**config.mk**
```make
export PLATFORM = sky130hd
export DESIGN_NAME = bresenham_line_rasterizer
export DESIGN_NICKNAME = d
export VERILOG_FILES = /design/src/blr_pkg.sv /design/src/blr_ctrl.sv /design/src/blr_datapath.sv /design/src/bresenham_line_rasterizer.sv
export SDC_FILE = /design/constraint.sdc
export NUM_CORES = 1
export LEC_CHECK = 0
export BUFFER_PORTS_ARGS = -buffer_cell sky130_fd_sc_hd__buf_2
export CORE_ASPECT_RATIO = 1.4
export CORE_UTILIZATION = 55
export DETAILED_ROUTE_END_ITERATION = 6
export GPL_TIMING_DRIVEN = 1
export HOLD_SLACK_MARGIN = 0.03
export PLACE_DENSITY_LB_ADDON = 0.15
export RECOVER_POWER = 50
export SYNTH_ARGS = -nofsm -noshare
export SYNTH_HDL_FRONTEND = slang
export SYNTH_SLANG_ARGS = --single-unit
```
**constraint.sdc**
```tcl
create_clock -name clock -period 5.5 [get_ports clock]
set_input_delay 0.55 -clock clock [delete_from_list [all_inputs] [get_ports clock]]
set_output_delay 0.55 -clock clock [all_outputs]
set_load 0.05 [all_outputs]
```
**src/blr_pkg.sv**
```systemverilog
// Shared types and constants for the Bresenham line rasterizer.
// No dependencies; every other file imports this package.
`default_nettype none

package blr_pkg;

   // Pixel count cap of one line command
   localparam int MAX_SIDE = 64;
   localparam int CNT_W    = $clog2(MAX_SIDE);

   // Field widths
   localparam int COORD_W = 6;
   localparam int SYM_W   = 8;
   localparam int CSR_W   = 7;
   localparam int CSR_IDX_W = 2;
   localparam int ERR_W   = 8;
   // Working width for the doubled error term and its compares
   localparam int CALC_W  = ERR_W + 2;

   // Configuration register indexes
   localparam logic [CSR_IDX_W-1:0] CSR_CANVAS_WIDTH  = 2'd0;
   localparam logic [CSR_IDX_W-1:0] CSR_CANVAS_HEIGHT = 2'd1;
   localparam logic [CSR_W-1:0]     CANVAS_RESET      = 7'd64;

   // Line command request
   typedef struct packed {
      logic [COORD_W-1:0] start_x;
      logic [COORD_W-1:0] start_y;
      logic [COORD_W-1:0] end_x;
      logic [COORD_W-1:0] end_y;
      logic [SYM_W-1:0]   draw_symbol;
   } req_type;

   // One emitted pixel
   typedef struct packed {
      logic [COORD_W-1:0] pixel_x;
      logic [COORD_W-1:0] pixel_y;
      logic [SYM_W-1:0]   pixel_symbol;
      logic               out_of_canvas;
      logic               last;
   } rsp_type;

   // Controller to datapath commands
   typedef struct packed {
      logic load;   // capture a new command, present its first pixel
      logic step;   // advance to the next pixel
   } dp_cmd_type;

   // Datapath to controller status
   typedef struct packed {
      logic fin;    // presented pixel ends the run
   } dp_status_type;

endpackage

`default_nettype wire

```
**src/blr_ctrl.sv**
```systemverilog
// Controller state machine of the line rasterizer: request and pixel handshakes.
// Depends on blr_pkg for the command and status structs.
`default_nettype none

module blr_ctrl import blr_pkg::*; (
   input  wire logic          clock,
   input  wire logic          reset,
   input  wire logic          req_valid,
   output logic               req_stall,
   output logic               rsp_valid,
   input  wire logic          rsp_stall,
   output dp_cmd_type         cmd,
   input  wire dp_status_type status
);

   localparam logic ST_IDLE = 1'b0;
   localparam logic ST_EMIT = 1'b1;

   logic state_ff;
   logic state_in;
   logic rsp_take;

   assign req_stall = (state_ff != ST_IDLE);
   assign rsp_valid = (state_ff == ST_EMIT);
   assign rsp_take  = rsp_valid && !rsp_stall;

   // Next state and datapath commands
   always_comb begin
      state_in = state_ff;
      cmd.load = 1'b0;
      cmd.step = 1'b0;
      case (state_ff)
         ST_IDLE: begin
            if (req_valid) begin
               cmd.load = 1'b1;
               state_in = ST_EMIT;
            end
         end
         ST_EMIT: begin
            if (rsp_take) begin
               if (status.fin) begin
                  state_in = ST_IDLE;
               end else begin
                  cmd.step = 1'b1;
               end
            end
         end
         default: begin
            state_in = ST_IDLE;
         end
      endcase
   end

   always_ff @(posedge clock) begin
      if (reset) begin
         state_ff <= ST_IDLE;
      end else begin
         state_ff <= state_in;
      end
   end

endmodule

`default_nettype wire

```
**src/blr_datapath.sv**
```systemverilog
// Datapath of the line rasterizer: canvas registers, Bresenham walk, pixel output from the walk registers.
// Depends on blr_pkg for types and widths.
`default_nettype none

module blr_datapath import blr_pkg::*; (
   input  wire logic                 clock,
   input  wire logic                 reset,
   input  wire logic                 csr_we,
   input  wire logic [CSR_IDX_W-1:0] csr_index,
   input  wire logic [CSR_W-1:0]     csr_wdata,
   input  wire req_type              req_data,
   input  wire dp_cmd_type           cmd,
   output dp_status_type             status,
   output rsp_type                   rsp_data
);

   logic [CSR_W-1:0]   canvas_w_ff;
   logic [CSR_W-1:0]   canvas_h_ff;

   logic [COORD_W-1:0] cur_x_ff, cur_x_in;
   logic [COORD_W-1:0] cur_y_ff, cur_y_in;
   logic [ERR_W-1:0]   err_ff, err_in;
   logic [COORD_W-1:0] dx_ff, dx_in;
   logic [COORD_W-1:0] dy_ff, dy_in;
   logic [1:0]         signs_ff, signs_in;   // bit 0: x steps down, bit 1: y steps down
   logic [COORD_W-1:0] end_x_ff, end_y_ff;
   logic [SYM_W-1:0]   sym_ff;
   logic [CNT_W-1:0]   cnt_ff, cnt_in;

   localparam logic [CNT_W-1:0] LAST_CNT = CNT_W'(MAX_SIDE - 1);

   logic signed [CALC_W-1:0] err_ext, e2, dx_ext, dy_ext, err_calc;
   logic                     move_x, move_y;
   logic                     outside, at_end;

   // Canvas size registers
   always_ff @(posedge clock) begin
      if (reset) begin
         canvas_w_ff <= CANVAS_RESET;
         canvas_h_ff <= CANVAS_RESET;
      end else if (csr_we) begin
         case (csr_index)
            CSR_CANVAS_WIDTH:  canvas_w_ff <= csr_wdata;
            CSR_CANVAS_HEIGHT: canvas_h_ff <= csr_wdata;
            default: ;
         endcase
      end
   end

   // Bresenham step decision
   assign err_ext = CALC_W'(signed'(err_ff));
   assign e2      = err_ext <<< 1;
   assign dx_ext  = signed'(CALC_W'(dx_ff));
   assign dy_ext  = signed'(CALC_W'(dy_ff));
   assign move_x  = (e2 > -dy_ext);
   assign move_y  = (e2 < dx_ext);

   always_comb begin
      err_calc = err_ext;
      if (move_x) begin
         err_calc = err_calc - dy_ext;
      end
      if (move_y) begin
         err_calc = err_calc + dx_ext;
      end
   end

   // Next walk state: load a new command or take one step
   always_comb begin
      cur_x_in = cur_x_ff;
      cur_y_in = cur_y_ff;
      err_in   = err_ff;
      dx_in    = dx_ff;
      dy_in    = dy_ff;
      signs_in = signs_ff;
      cnt_in   = cnt_ff;
      if (cmd.load) begin
         cur_x_in = req_data.start_x;
         cur_y_in = req_data.start_y;
         dx_in    = (req_data.end_x > req_data.start_x) ?
                    req_data.end_x - req_data.start_x : req_data.start_x - req_data.end_x;
         dy_in    = (req_data.end_y > req_data.start_y) ?
                    req_data.end_y - req_data.start_y : req_data.start_y - req_data.end_y;
         err_in   = ERR_W'(signed'({1'b0, dx_in}) - signed'({1'b0, dy_in}));
         signs_in = {!(req_data.start_y < req_data.end_y),
                     !(req_data.start_x < req_data.end_x)};
         cnt_in   = '0;
      end else if (cmd.step) begin
         if (move_x) begin
            cur_x_in = signs_ff[0] ? cur_x_ff - 1'b1 : cur_x_ff + 1'b1;
         end
         if (move_y) begin
            cur_y_in = signs_ff[1] ? cur_y_ff - 1'b1 : cur_y_ff + 1'b1;
         end
         err_in = ERR_W'(err_calc);
         cnt_in = cnt_ff + 1'b1;
      end
   end

   always_ff @(posedge clock) begin
      cur_x_ff <= cur_x_in;
      cur_y_ff <= cur_y_in;
      err_ff   <= err_in;
      dx_ff    <= dx_in;
      dy_ff    <= dy_in;
      signs_ff <= signs_in;
      cnt_ff   <= cnt_in;
      if (cmd.load) begin
         end_x_ff <= req_data.end_x;
         end_y_ff <= req_data.end_y;
         sym_ff   <= req_data.draw_symbol;
      end
   end

   // Canvas check and end of run
   assign outside = !(({1'b0, cur_x_ff} < canvas_w_ff) && ({1'b0, cur_y_ff} < canvas_h_ff));
   assign at_end  = (cur_x_ff == end_x_ff) && (cur_y_ff == end_y_ff);
   assign status.fin = outside || at_end || (cnt_ff == LAST_CNT);

   // Pixel presented straight from the walk registers
   assign rsp_data.pixel_x       = cur_x_ff;
   assign rsp_data.pixel_y       = cur_y_ff;
   assign rsp_data.pixel_symbol  = sym_ff;
   assign rsp_data.out_of_canvas = outside;
   assign rsp_data.last          = status.fin;

endmodule

`default_nettype wire

```
**src/bresenham_line_rasterizer.sv**
```systemverilog
// Bresenham line rasterizer: one line command in, one pixel per cycle out while the result side does not stall.
// The first pixel is offered in the cycle after the request is accepted.
// No new command is taken until the last pixel of the current one is accepted;
// the walk loop in the datapath advances one pixel per accepted result.
// Reset: synchronous, active high; returns to idle, canvas registers to 64 x 64.
// Depends on blr_pkg, blr_ctrl and blr_datapath.
`default_nettype none

module bresenham_line_rasterizer import blr_pkg::*; (
   input  wire logic                 clock,
   input  wire logic                 reset,
   input  wire logic                 req_valid,
   output logic                      req_stall,
   input  wire req_type              req_data,
   output logic                      rsp_valid,
   input  wire logic                 rsp_stall,
   output rsp_type                   rsp_data,
   input  wire logic                 csr_we,
   input  wire logic [CSR_IDX_W-1:0] csr_index,
   input  wire logic [CSR_W-1:0]     csr_wdata
);

   dp_cmd_type    cmd;
   dp_status_type status;

   blr_ctrl u_ctrl (
      .clock     (clock),
      .reset     (reset),
      .req_valid (req_valid),
      .req_stall (req_stall),
      .rsp_valid (rsp_valid),
      .rsp_stall (rsp_stall),
      .cmd       (cmd),
      .status    (status)
   );

   blr_datapath u_datapath (
      .clock     (clock),
      .reset     (reset),
      .csr_we    (csr_we),
      .csr_index (csr_index),
      .csr_wdata (csr_wdata),
      .req_data  (req_data),
      .cmd       (cmd),
      .status    (status),
      .rsp_data  (rsp_data)
   );

endmodule

`default_nettype wire

```
=== Word level (Yosys, flattened, before mapping) ===
Cells that the tools add are included.

* Bits in writable memories: 0
* Output and inout bits: 24
* Input bits: 46
* Flip-flop bits (word level): 75
* Memory bits (read-only): 0
* Memories kept: 0
* Latch bits: 0
* Logic and storage cells: 77

* Multiplexer cells: 21
* Divide/modulo/power cells: 0
* $lt $le $gt $ge: 8
* $mul: 0
* Add/sub/neg operators: 13
* Shifts and indexed selects: 0
* Reductions and logical operators: 17
* Eq/ne operators: 4
* Bitwise operators: 1

{| class="wikitable"
|+ Operators with widths
! kind !! number
|-
| 6-bit two-way mux || 10
|-
| 8-bit two-way mux || 4
|-
| 6-bit subtractor || 4
|-
| 6-bit by 1-bit adder with 6-bit output (second input constant) || 3
|-
| 6-bit by 7-bit < comparator with 1-bit output || 2
|-
| 6-bit equality test || 2
|-
| 6-bit > comparator || 2
|-
| 6-bit < comparator || 2
|-
| 6-bit by 1-bit subtractor with 6-bit output (second input constant) || 2
|-
| 9-bit by 10-bit > comparator with 1-bit output || 1
|-
| 6-bit negation with 10-bit output || 1
|-
| 9-bit by 7-bit < comparator with 1-bit output || 1
|-
| 8-bit by 7-bit adder with 8-bit output || 1
|-
| 2-bit AND reduction || 4
|-
| 8-bit by 7-bit subtractor with 8-bit output || 1
|-
| 6-bit by 6-bit subtractor with 7-bit output || 1
|-
| 6-bit equality test (second input constant) || 1
|-
| 1-bit two-way mux || 6
|-
| 2-bit nonzero test || 3
|-
| 1-bit logical NOT || 4
|-
| 1-bit logical AND || 3
|-
| 2-bit by 1-bit equality test with 1-bit output (second input constant) || 1
|-
| 2-bit logical NOT || 1
|-
| 1-bit logical OR || 2
|-
| other kinds (2) || 2
|}

=== Logic depth before layout (Yosys ltp) ===
* Depth in word-level cells: 10
* Depth in mapped cells: 21
* Depth with buffers taken out: 21

=== By module ===
Synthesis repeated with hierarchy kept, for this count alone.

* Cells, all modules: 590
* Area, all modules: 5786.8 sq um

{| class="wikitable"
|+ Modules (own cells, without submodules)
! module !! cells each !! times used !! area each (sq um) !! seq. area each (sq um)
|-
| blr_datapath || 583 || 1 || 5726.7 || 2021.9
|-
| blr_ctrl || 7 || 1 || 60.1 || 20.0
|}

=== Worst setup path before layout ===
OpenSTA, ideal clock, no wires.

* Kind: reg-to-reg
* Start point: reg u_datapath.dy_ff[1]
* End point: reg u_datapath.err_ff[7] (data pin)
* Data required time: 5238 ps
* Path slack: 1133 ps
* Setup time: 262 ps
* Arrival time: 4105 ps
* Period minus slack after synthesis: 4367 ps
* Cell stages (with the launch flop): 19
* Path buffers: 0
* Cells stage by stage: edfxtp_1 nor3_1 nand3_1 xnor2_1 ha_1 nand4_1 o31a_1 a2bb2oi_1 a221oi_2 mux2_2 ha_1 a21oi_1 o21ai_0 nor4_1 a21oi_1 a32oi_1 o221ai_1 xor2_1 o21ai_0

* Word-level cells in the longest chain between the ends: 7
* Elaborated cells on any way between the ends: 8
* Classes of those cells: add/sub (3); order compare (1); mux (4)

{| class="wikitable"
|+ Ends and longest elaborated chain
! element !! RTL line !! text
|-
| start: declaration || blr_datapath.sv:24 || <nowiki>logic [COORD_W-1:0] dy_ff, dy_in;</nowiki>
|-
| start signal: assignment || blr_datapath.sv:105 || <nowiki>dy_ff <= dy_in;</nowiki>
|-
| 6-bit negation with 10-bit output || blr_datapath.sv:55 || <nowiki>assign move_x = (e2 > -dy_ext);</nowiki>
|-
| 9-bit by 10-bit > comparator with 1-bit output || blr_datapath.sv:55 ||
|-
| 8-bit two-way mux (*) || blr_datapath.sv:60 || <nowiki>if (move_x) begin</nowiki>
|-
| 8-bit by 7-bit adder with 8-bit output || blr_datapath.sv:64 || <nowiki>err_calc = err_calc + dx_ext;</nowiki>
|-
| 8-bit two-way mux (*) || blr_datapath.sv:63 || <nowiki>if (move_y) begin</nowiki>
|-
| 8-bit two-way mux (*) || blr_datapath.sv:88 || <nowiki>end else if (cmd.step) begin</nowiki>
|-
| 8-bit two-way mux (*) || blr_datapath.sv:77 || <nowiki>if (cmd.load) begin</nowiki>
|-
| via u_datapath.err_in[7] || blr_datapath.sv:22 || <nowiki>logic [ERR_W-1:0] err_ff, err_in;</nowiki>
|-
| end signal: assignment || blr_datapath.sv:103 || <nowiki>err_ff <= err_in;</nowiki>
|-
| end: declaration || blr_datapath.sv:22 ||
|}

The timed path passes the listed nets; every way through them passes the cells marked *. The select of a mux whose other input is x is not followed.
A chain may end at the register's enable or synchronous reset.

=== Worst setup path in the final report ===
Ends and elaborated chain as after synthesis.

==> impl_results.md <==
* CP startpoint kind: register
* Hold crit path type: primary input to register
* CP peak stage delay at 0.42 ns
* Peak Freq at ~210 MHz
* Avg Vias per Cell at 5.63
* Post-synth top flop: edfxtp_1
* Pre-antenna DRT Iters at 4
* Layout cells sized above 1 at 11.1%
* Critical R2R Capture: u_datapath.err_ff[7]
* Netlist Area Pre-Place at between 0.005 and 0.006 sq mm
* EDFF count, synth at 54
* CTS Buffer Depth at 2
* DIE HEIGHT at 122 um
* Synth Warn # at 0
* Worst hold slack at 0.382 ns
* N_diodes at 0
* Max IR drop VDD at 0.243 mV
* Antenna violations before repair at 0
* Routability-driven placement congestion ratio at 0.909
* CTS Buf Count at 9
* Die area at 0.0107 sq mm
* Critical path cell sequence: nor3_1 > nand3_1 > xnor2_1 > ha_1 > nand4_1 > o31a_1 > a2bb2oi_1 > a221oi_2 > buf_4 > mux2_2 > ha_1 > a21oi_1 > o21ai_0 > nor4_1 > a21oi_1 > a32oi_1 > o221ai_1 > xor2_1 > o21ai_0
* Syn Nets at 711
* RR Startpoint: u_datapath.dy_ff[1]
* Drt total wl at 12600 um
* Worst-path clk slew at 0.06 ns
* CTS sink count at between 70 and 80
* Slew headroom at -38.3%
* P&R area growth vs syn at 13.5%
* Sequential cell area fraction in the yosys report at 36.0%
* Synth Register Bits at 75
* GRT Total Usage at between 20% and 30%
* P_leak at 0.00287 uW
* Clock skew at 0.00435 ns
* Mapped Cells at just under 600
* Commonest non-fill, non-tap cell in the layout: inv_1
* Worst Path Required at between 5 and 6 ns
* First-pass GRT wire length at 20800 um
* Power density over the cells at 450 mW/mm^2
* Largest net degree at the start of global routing at between 40 and 50
* Post_cts resized at 0
* Worst Setup EP: u_datapath.err_ff[7]
* CTS tree: done
* Worst endpoint data arrival time at 4.68 ns
* Number of global-route vias before repair at 4622
* Setup Viol. Count Final at 0
* Core Rows at 43
* Distinct cells, synth at 56
* Slowest stage cell, crit path: edfxtp_1
* Top Family by Delay on Critical Path: compound AO/OA/AOI/OAI gates
* Antenna-violating nets left at 0
* Post-Route Setup TNS at 0 ns
* CTS H-tree depth at 3
* Core footprint at 0.00995 sq mm
* Clock latency on the worst-skew pair at 0.34 ns
* Die X at 87.9 um
* Ports at 70
* Worst setup path start: u_datapath.dy_ff[1]
* Routed vias at 4444
* Max Cap Viol at 2
* Buf/Inv on CP at 1
* Wire per inst at 16.0 um
* R2r worst-path depth at 19
* CP max FO at 10
* Critical path type: register to register
* Clk root buf: clkbuf_16
* Avg Cell Area, Syn at approximately 9.8 sq um
* GR Overflow Total at 0
* Fill cells at roughly 850
* Failing checks: max-capacitance violations, max-slew violations
* RSZ-0062 raised after global routing: false
* Post-CTS Setup Inserts at 0
* Hold buffers post-CTS at 0
* Fin. Hold Viols at 0
* Most frequent cells in the layout: inv_1, ha_1, edfxtp_1
* R2R setup slack at 0.82 ns
* Initial core utilization at 57.0%
* Remaining DRCs at 0
* Slew Viols, Final at 76
* Iter 0 DRT Violations at 187
* Period minus WS final at 4.68 ns
* Port Buf Inserts at 69
* Worst path depth at 19
* CP endpoint kind: register
* Period utilisation layout at around 85%
* Detailed placement HPWL at 10200 um
* Status: finished, violations left
* Share of synthesized registers carrying an async set or reset at 0%
* Worst slew pin tran at 2.08 ns
* Final nets at 781
flip-flops by register name (all words and copies together) (netlist names), 2 cells and up:
name,cells
u_datapath.err_ff,8
u_datapath.end_x_ff,6
u_datapath.cnt_ff,6
u_datapath.canvas_w_ff,7
u_datapath.sym_ff,8
u_datapath.dx_ff,6
u_datapath.cur_y_ff,6
u_datapath.canvas_h_ff,7
u_datapath.cur_x_ff,6
u_datapath.dy_ff,6
u_datapath.end_y_ff,6
u_datapath.signs_ff,2
cell type report:
class	count	area [sq um]	area share, %
clock inverters	7	116	1.81
multi-input cells	408	3250	50.5
well taps	135	169	2.62
inverters	82	308	4.78
flip-flops and latches	75	2040	31.7
repair buffers	74	329	5.11
clock buffers	9	225	3.50
metal layers:
metal  track usage [%]  routed length [um]  vias to the layer above
met5                 0                   0                        -
met4              14.4                 610                        0
met3              5.49                 525                       48
met2              47.4                6830                      118
met1              25.8                4680                     2108
li1                  -                   -                     2170
per-stage QoR:
step	total power (uW)	cell area (sq um)	worst slack (ns)	util (%)	instances
2_1_floorplan	1910	5680	1.13	-	580
3_3_place_gp	2180	6150	1.08	61.8	774
3_5_place_dp	2230	6150	0.925	61.8	774
4_1_cts	2920	6490	0.915	65.3	790
5_1_grt	3110	6440	0.548	64.7	790
6_report	2900	6440	0.824	64.7	790
worst min-delay path by stage:
stage | from | endpoint | cells past startpoint
6_report | req_data[5] | u_datapath.sym_ff[5] | 1
4_1_cts | req_data[5] | u_datapath.sym_ff[5] | 1
2_1_floorplan | u_datapath.cnt_ff[4] | u_datapath.cnt_ff[4] | 1
3_5_place_dp | u_datapath.cnt_ff[4] | u_datapath.cnt_ff[4] | 1
3_3_place_gp | u_datapath.cnt_ff[5] | u_datapath.cnt_ff[5] | 2
5_1_grt | req_data[2] | u_datapath.sym_ff[2] | 1
cells in the mapped netlist (12+ instances only):
library cell / n / area share (%)
nor2b_1: 15 / 1.7
a21o_1: 16 / 2.1
dfxtp_1: 21 / 7.4
a21oi_1: 46 / 4.1
mux2_2: 12 / 2.4
edfxtp_1: 54 / 29
o21ai_0: 28 / 2.5
nand2_1: 22 / 1.5
ha_1: 76 / 17
nor2_1: 39 / 2.6
inv_1: 81 / 5.4
xnor2_1: 36 / 5.6
mux2i_1: 15 / 2.6
logic make-up (layout without fill, tap and decap cells):
| kind of cell | Yosys count | after routing | share of synthesized area [%] |
|---|---|---|---|
| flip-flops | 75 | 75 | 36.0 |
| buffers and inverters | 97 | 172 | 6.74 |
| AO/OA/AOI/OAI | 131 | 131 | 14.9 |
| adder cells (fa/ha/maj) | 85 | 85 | 19.9 |
| AND/OR/NAND/NOR | 118 | 118 | 10.2 |
| XOR/XNOR | 47 | 47 | 7.25 |
| multiplexers | 27 | 27 | 5.03 |
power breakdown:
part	switching, uW	internal [uW]
clock	230	442
sequential	108	734
combinational	780	605
Note: power is estimated with default switching activity, not from simulation.
